`src/design/bslp_pkg.sv`:
```
// Shared types and constants for the button short/long press detector.
// Depends on nothing; every design file imports it.
`timescale 1ns / 1ps

package bslp_pkg;

  localparam int ButtonCount = 3;
  localparam int MaskWidth   = 3;
  localparam int PeriodWidth = 12;
  localparam int TimerWidth  = 14;
  localparam int IndexWidth  = 2;
  localparam int CfgIdxWidth = 1;

  localparam logic [PeriodWidth-1:0] SHORT_PERIOD_RST = 12'd50;
  localparam logic [PeriodWidth-1:0] LONG_PERIOD_RST  = 12'd500;

  localparam logic signed [TimerWidth:0] TIMER_MAX = 15'sd8191;
  localparam logic signed [TimerWidth:0] TIMER_MIN = -15'sd8192;

  localparam logic [1:0] KIND_NONE  = 2'd0;
  localparam logic [1:0] KIND_SHORT = 2'd1;
  localparam logic [1:0] KIND_LONG  = 2'd2;
  localparam logic [1:0] KIND_BAD   = 2'd3;

  localparam logic [CfgIdxWidth-1:0] REG_SHORT_PERIOD = 1'd0;
  localparam logic [CfgIdxWidth-1:0] REG_LONG_PERIOD  = 1'd1;

  typedef struct packed {
    logic [MaskWidth-1:0]   pressed_mask;
    logic [PeriodWidth-1:0] elapsed_ms;
  } bslp_in_t;

  typedef struct packed {
    logic [1:0]            press_kind;
    logic [IndexWidth-1:0] button_index;
  } bslp_out_t;

  // Per-button report toward the priority pick.
  typedef struct packed {
    logic       hit;
    logic [1:0] kind;
  } bslp_report_t;

endpackage

```
`src/design/button_short_long_press_detector_unit.sv`:
```
// Top level of the button short/long press detector: input register, timer cells,
// priority pick and result register. Depends on bslp_pkg, bslp_cfg_regs, bslp_timer_cell.
`timescale 1ns / 1ps

// One poll request is taken per clock while the result is not stalled and gives exactly
// one result (input register, then result register); the timers update in the same cycle
// the poll moves into the result register, so consecutive polls run back to back. The
// result register is the only buffer toward the consumer, and a stalled output holds
// the input register in turn. Buttons are scanned from index 0; the first one that
// reports a press stops the scan and later timers keep their value for that poll.
// Period registers reset to 50 ms (short) and 500 ms (long) and take effect on the
// next poll that reaches the timers.
module button_short_long_press_detector_unit (
  input  logic                             clk,
  input  logic                             rst_n,
  input  logic                             in_valid,
  output logic                             in_ready,
  input  bslp_pkg::bslp_in_t               in_data,
  output logic                             out_valid,
  input  logic                             out_ready,
  output bslp_pkg::bslp_out_t              out_data,
  input  logic                             cfg_we,
  input  logic [bslp_pkg::CfgIdxWidth-1:0] cfg_index,
  input  logic [bslp_pkg::PeriodWidth-1:0] cfg_wdata
);
  import bslp_pkg::*;

  bslp_in_t               in_r;
  logic                   in_valid_r;
  bslp_out_t              out_r, out_nxt;
  logic                   out_valid_r;
  logic                   advance;
  logic [PeriodWidth-1:0] short_period, long_period;
  bslp_report_t           report [ButtonCount];
  logic [ButtonCount-1:0] upd_en;
  logic                   blocked;

  bslp_cfg_regs u_cfg (
    .clk          (clk),
    .rst_n        (rst_n),
    .cfg_we       (cfg_we),
    .cfg_index    (cfg_index),
    .cfg_wdata    (cfg_wdata),
    .short_period (short_period),
    .long_period  (long_period)
  );

  for (genvar g = 0; g < ButtonCount; g++) begin : g_btn
    logic held;
    if (g < MaskWidth) begin : g_mask
      assign held = in_r.pressed_mask[g];
    end else begin : g_none
      assign held = 1'b0;
    end
    bslp_timer_cell u_cell (
      .clk          (clk),
      .rst_n        (rst_n),
      .held         (held),
      .delta        (in_r.elapsed_ms),
      .short_period (short_period),
      .long_period  (long_period),
      .upd_en       (upd_en[g]),
      .report       (report[g])
    );
  end

  assign advance  = in_valid_r && (!out_valid_r || out_ready);
  assign in_ready = !in_valid_r || advance;

  // First reporting button wins; hold every timer after it.
  always_comb begin
    blocked = 1'b0;
    out_nxt = '{press_kind: KIND_NONE, button_index: '0};
    for (int i = 0; i < ButtonCount; i++) begin
      upd_en[i] = advance && !blocked;
      if (!blocked && report[i].hit) begin
        out_nxt.press_kind   = report[i].kind;
        out_nxt.button_index = IndexWidth'(i);
      end
      blocked = blocked || report[i].hit;
    end
  end

  always_ff @(posedge clk) begin
    if (!rst_n) begin
      in_valid_r  <= 1'b0;
      out_valid_r <= 1'b0;
    end else begin
      if (in_ready) begin
        in_valid_r <= in_valid;
      end
      if (advance) begin
        out_valid_r <= 1'b1;
      end else if (out_ready) begin
        out_valid_r <= 1'b0;
      end
    end
  end

  always_ff @(posedge clk) begin
    if (in_valid && in_ready) begin
      in_r <= in_data;
    end
    if (advance) begin
      out_r <= out_nxt;
    end
  end

  assign out_valid = out_valid_r;
  assign out_data  = out_r;

`ifndef SYNTH
  a_none_index_zero: assert property (@(posedge clk) disable iff (!rst_n)
    out_valid_r && (out_r.press_kind == KIND_NONE) |-> out_r.button_index == '0)
    else $error("no-press result carries a nonzero button index");

  a_kind_legal: assert property (@(posedge clk) disable iff (!rst_n)
    out_valid_r |-> out_r.press_kind != KIND_BAD)
    else $error("illegal press kind on result");

  a_accept_fills_stage: assert property (@(posedge clk) disable iff (!rst_n)
    in_valid && in_ready |=> in_valid_r)
    else $error("accepted request lost before the timers");

  a_stall_no_update: assert property (@(posedge clk) disable iff (!rst_n)
    out_valid_r && !out_ready |-> upd_en == '0)
    else $error("timers updated while the result is stalled");
`endif

endmodule

```
`src/design/bslp_timer_cell.sv`:
```
// One button's signed hold timer with its saturating update and period tests.
// Depends on bslp_pkg.
`timescale 1ns / 1ps

module bslp_timer_cell (
  input  logic                            clk,
  input  logic                            rst_n,
  input  logic                            held,
  input  logic [bslp_pkg::PeriodWidth-1:0] delta,
  input  logic [bslp_pkg::PeriodWidth-1:0] short_period,
  input  logic [bslp_pkg::PeriodWidth-1:0] long_period,
  input  logic                            upd_en,
  output bslp_pkg::bslp_report_t           report
);
  import bslp_pkg::*;

  logic signed [TimerWidth-1:0] timer_r, timer_nxt;
  logic signed [TimerWidth:0]   t_ext, d_ext, sum, sat, lp_ext, sp_ext;
  logic                         long_hit, short_hit;

  always_comb begin
    t_ext  = {timer_r[TimerWidth-1], timer_r};
    d_ext  = $signed({{(TimerWidth+1-PeriodWidth){1'b0}}, delta});
    lp_ext = $signed({{(TimerWidth+1-PeriodWidth){1'b0}}, long_period});
    sp_ext = $signed({{(TimerWidth+1-PeriodWidth){1'b0}}, short_period});
    // grow magnitude, keeping the sign
    if (timer_r[TimerWidth-1]) begin
      sum = t_ext - d_ext;
      sat = (sum < TIMER_MIN) ? TIMER_MIN : sum;
    end else begin
      sum = t_ext + d_ext;
      sat = (sum > TIMER_MAX) ? TIMER_MAX : sum;
    end
    long_hit  = held && ((sat > lp_ext) || (sat < -lp_ext));
    short_hit = !held && (t_ext > sp_ext);

    report.hit  = long_hit || short_hit;
    report.kind = long_hit ? KIND_LONG : (short_hit ? KIND_SHORT : KIND_NONE);

    if (!held) begin
      timer_nxt = '0;
    end else if (long_hit) begin
      timer_nxt = '1;
    end else begin
      timer_nxt = sat[TimerWidth-1:0];
    end
  end

  always_ff @(posedge clk) begin
    if (!rst_n) begin
      timer_r <= '0;
    end else if (upd_en) begin
      timer_r <= timer_nxt;
    end
  end

endmodule

```
`src/design/bslp_cfg_regs.sv`:
```
// Period registers written through the plain configuration port.
// Depends on bslp_pkg.
`timescale 1ns / 1ps

module bslp_cfg_regs (
  input  logic                             clk,
  input  logic                             rst_n,
  input  logic                             cfg_we,
  input  logic [bslp_pkg::CfgIdxWidth-1:0] cfg_index,
  input  logic [bslp_pkg::PeriodWidth-1:0] cfg_wdata,
  output logic [bslp_pkg::PeriodWidth-1:0] short_period,
  output logic [bslp_pkg::PeriodWidth-1:0] long_period
);
  import bslp_pkg::*;

  logic [PeriodWidth-1:0] short_period_r, long_period_r;

  always_ff @(posedge clk) begin
    if (!rst_n) begin
      short_period_r <= SHORT_PERIOD_RST;
      long_period_r  <= LONG_PERIOD_RST;
    end else if (cfg_we) begin
      unique case (cfg_index)
        REG_SHORT_PERIOD: short_period_r <= cfg_wdata;
        REG_LONG_PERIOD:  long_period_r  <= cfg_wdata;
        default: ;
      endcase
    end
  end

  assign short_period = short_period_r;
  assign long_period  = long_period_r;

endmodule

```
`config.mk`:
```
export PLATFORM = sky130hd
export DESIGN_NAME = button_short_long_press_detector_unit
export DESIGN_NICKNAME = d
export VERILOG_FILES = /design/src/design/bslp_pkg.sv /design/src/design/button_short_long_press_detector_unit.sv /design/src/design/bslp_timer_cell.sv /design/src/design/bslp_cfg_regs.sv
export SDC_FILE = /design/constraint.sdc
export NUM_CORES = 1
export LEC_CHECK = 0
export BUFFER_PORTS_ARGS = -buffer_cell sky130_fd_sc_hd__buf_2
export CAP_MARGIN = 20
export CORE_MARGIN = 3
export CORE_UTILIZATION = 30
export CTS_CLUSTER_DIAMETER = 60
export DETAILED_ROUTE_END_ITERATION = 16
export GPL_TIMING_DRIVEN = 1
export HOLD_SLACK_MARGIN = 0.15
export PLACE_DENSITY = 0.44
export SLEW_MARGIN = 20
export SYNTH_ARGS = -nofsm -noshare
export SYNTH_HDL_FRONTEND = slang
export SYNTH_SLANG_ARGS = --single-unit
```
`constraint.sdc`:
```
create_clock -name clk -period 4.3 [get_ports clk]
set_input_delay 0.86 -clock clk [delete_from_list [all_inputs] [get_ports clk]]
set_output_delay 0.86 -clock clk [all_outputs]
set_load 0.02 [all_outputs]
```
==> metrics.cfg <==
[critical_path]
max_stage_delay_ns=0.52
reg2reg_slack_ns=-0.36
cp.arrival_ns=4.90
worstSetupEndpoint=g_btn[2].u_cell.timer_r[10]
startpoint=in_r[0]
critPathRequiredTime_ns=4.54
path_depth=19
end_kind=flip-flop
path_class=flip-flop to flip-flop
crit_buf_inv=3
crit_chain=buf_6, ha_4, inv_2, fa_2, o21ba_4, or4_4, nand3_4, a221oi_4, o31ai_2, mux2i_2, and3_4, ha_4, nand3_2, a21oi_1, a221o_1, a2111o_1, buf_6, a31oi_1, o22ai_2
r2r-end=g_btn[2].u_cell.timer_r[10]
crit_path_start_kind=flip-flop
critical_path.top_delay_family=compound AO/OA/AOI/OAI gates
ff2ff_path_depth=19
cpMaxStageDelayCell=a2111o_1
crit_fanout=7
r2r_start=in_r[0]

[clocking]
cts_sinks=87
htree_levels=3
cts_tree=built
cts_made_buffers=9
root_buffer=clkbuf_16
clock_latency_ns=0.36
holdBufCountCts=0
cts_buffer_depth=2
clkSlewWorstSetupHoldPaths_ns=0.08

[sta]
max_freq_mhz=214
setup_viol=44
maxSlewViolCount=0
period_needed_ns=4.66
worst_pin_slew_ns=1.05
fin_ws_ns=-0.364
fin_tns_setup_ns=-10.36
rsz0062_at_grt=yes
post-route-period-util=1.08
slew_headroom=0.298
fin_skew_ns=0.0156
hold_viol=0

[detailed_routing]
avgViaCountPerCell=5.34
dr.pass1.iters=6
drc=0
antenna_left=0
totalWireLength_mm=43.4
wl_per_cell_um=21.4
vias=10823
drt_iter0_drc=840

[die]
die_y_um=189
die_w_um=189
pin_count=39
core_mm2=0.0328
die_area_mm2=0.0358
initial_core_util=0.307
row_count=66

[run_status]
status=finished, violations left
failed_checks=negative setup slack

[pwr]
total_power_mw=5.40
power.share.switching=0.436
p_int_mw=3.05
p_switching_mw=2.35
seqPwrFrac=0.185
clock_power_share=0.149
combPwrFrac=0.666
ir_worst_vdd_v=0.000224
powerDensity_mw_per_mm2=366
power_leakage_nw=6.63

[global_routing]
grt_remaining_overflow=0
grt_max_degree=25
grt_pass1_wl_mm=64.2
antenna_found_initial=0
grtUsageTotal=0.237
grt_pass1_vias=10369

[final_layout]
seq_area_mm2=0.00193
drive_gt1_frac=0.367
nFillCells=3282
synthToLayoutAreaGrowth_pct=46.5
nets=1804
num_antenna_cells=0
design_area_mm2=0.0147
multi_input_area_mm2=0.00873

[yosys]
ys_types=79
synth_seq_area_share=0.192
synth_area_mm2=0.0101
yosys_warnings=0
netlist_instances=1242
yosys-top-cells-area=ha_1, dfxtp_1, edfxtp_1
synth-seq-cells=87
yosys.area.top_type_share=0.233
yosysMostFrequentCell=ha_1
synthesis.area_per_instance_um2=8.10
synthesis.nets=1468
synth_top_cell_by_area=ha_1
synth-async-reset-ratio=0
yosys-top-cells-count=ha_1, nor2_1, nand2_1, inv_1, a21oi_1
synth-main-ff-cell=dfxtp_1
synth_edf_count=19

[flow_run]
maxCapViolCount=0

[placement]
dp_hpwl_mm=34.9
port_buffers=38
placed_area_mm2=0.0131
gp_congestion=0.911

[hold_path]
worstHoldPathType=flip-flop to flip-flop

per-layer routing:
layer / track usage / wire [um] / vias up / part of all wire
li1: - / - / 5294 / -
met1: 0.343 / 20900 / 5231 / 0.48
met2: 0.372 / 19500 / 250 / 0.45
met3: 0.0256 / 1880 / 48 / 0.043
met4: 0.0647 / 1210 / 0 / 0.028
met5: 0 / 0 / - / 0
worst register-to-register path, stage by stage, from the launching register on:
cell and delay [ns]:
edfxtp_1 0.40, buf_6 0.14, ha_4 0.14, inv_2 0.04, fa_2 0.39, o21ba_4 0.21, or4_4 0.45, nand3_4 0.10
a221oi_4 0.08, o31ai_2 0.28, mux2i_2 0.33, and3_4 0.26, ha_4 0.20, nand3_2 0.08, a21oi_1 0.05, a221o_1 0.34
a2111o_1 0.52, buf_6 0.19, a31oi_1 0.24, o22ai_2 0.13
power by group through the flow:
stage,clock (mW),combinational (mW),sequential [mW]
2_1_floorplan,0,1.73,0.997
3_3_place_gp,0,3.05,1.01
3_5_place_dp,0,3.06,1.01
4_1_cts,0.816,3.33,0.999
5_1_grt,0.844,3.91,1.01
6_report,0.805,3.59,1.00
metrics by stage:
step / worst slack (ns) / util / instances / hold slack [ns]
floorplan: -0.118 / - / 1242 / 0.436
global placement: -0.806 / 0.398 / 1981 / 0.444
detailed placement: -0.757 / 0.398 / 1981 / 0.449
CTS: -0.336 / 0.432 / 2013 / 0.460
global route: -0.532 / 0.450 / 2025 / 0.474
finish: -0.364 / 0.450 / 2025 / 0.457
logic make-up (layout without fill, tap and decap cells):
logic type / after synthesis / after routing / share of synthesized area
compound gates: 385 / 385 / 0.268
xor+xnor: 57 / 57 / 0.0496
fa+ha+maj: 193 / 193 / 0.245
buf+inv: 144 / 485 / 0.0565
flops: 87 / 87 / 0.192
mux: 3 / 3 / 0.00299
simple gates: 373 / 373 / 0.186
area by class of cell:
cell class,count,area share
multi-input cells,1011,0.593
repair buffers,382,0.196
clock inverters,7,0.00501
inverters,87,0.0222
well taps,442,0.0375
clock buffers,9,0.0153
flip-flops and latches,87,0.131
cells in the final DEF (no fill, tap or decap), types with 29 or more instances in the layout:
cell type,instances
ha_1,157
dfxtp_1,67
nand2_1,87
buf_4,324
o21ai_0,41
o21a_1,29
nor3_1,36
buf_2,38
xnor2_1,44
a21oi_1,64
inv_1,75
nor2_1,87
state kept, by name, indices dropped and copies added (netlist names):
register	cells
g_btn.held	3
g_btn.u_cell.timer_r	42
in_r	12
in_valid_r	1
out_data	4
out_valid	1
u_cfg.long_period	12
u_cfg.short_period	12
how the worst min path moves through the flow:
| stage | from | cells after the start | endpoint | slack [ns] |
|---|---|---|---|---|
| 6_report | u_cfg.short_period[11] | 2 | u_cfg.short_period[11] | 0.46 |
| 3_3_place_gp | u_cfg.short_period[7] | 2 | u_cfg.short_period[7] | 0.44 |
| 2_1_floorplan | u_cfg.long_period[3] | 2 | u_cfg.long_period[3] | 0.44 |
| 4_1_cts | u_cfg.short_period[2] | 2 | u_cfg.short_period[2] | 0.46 |
| 3_5_place_dp | u_cfg.short_period[11] | 2 | u_cfg.short_period[11] | 0.45 |
| 5_1_grt | u_cfg.short_period[11] | 2 | u_cfg.short_period[11] | 0.47 |
what timing repair did:
action                                 4_1_cts  5_1_grt
pin swaps                                   43       52
setup endpoints to repair                   44       46
cloned                                       0        1
buffers inserted                            17       15
gates resized for setup                    125       89
endpoints found under the hold margin        0        0
(Power assumes the default switching activity.)
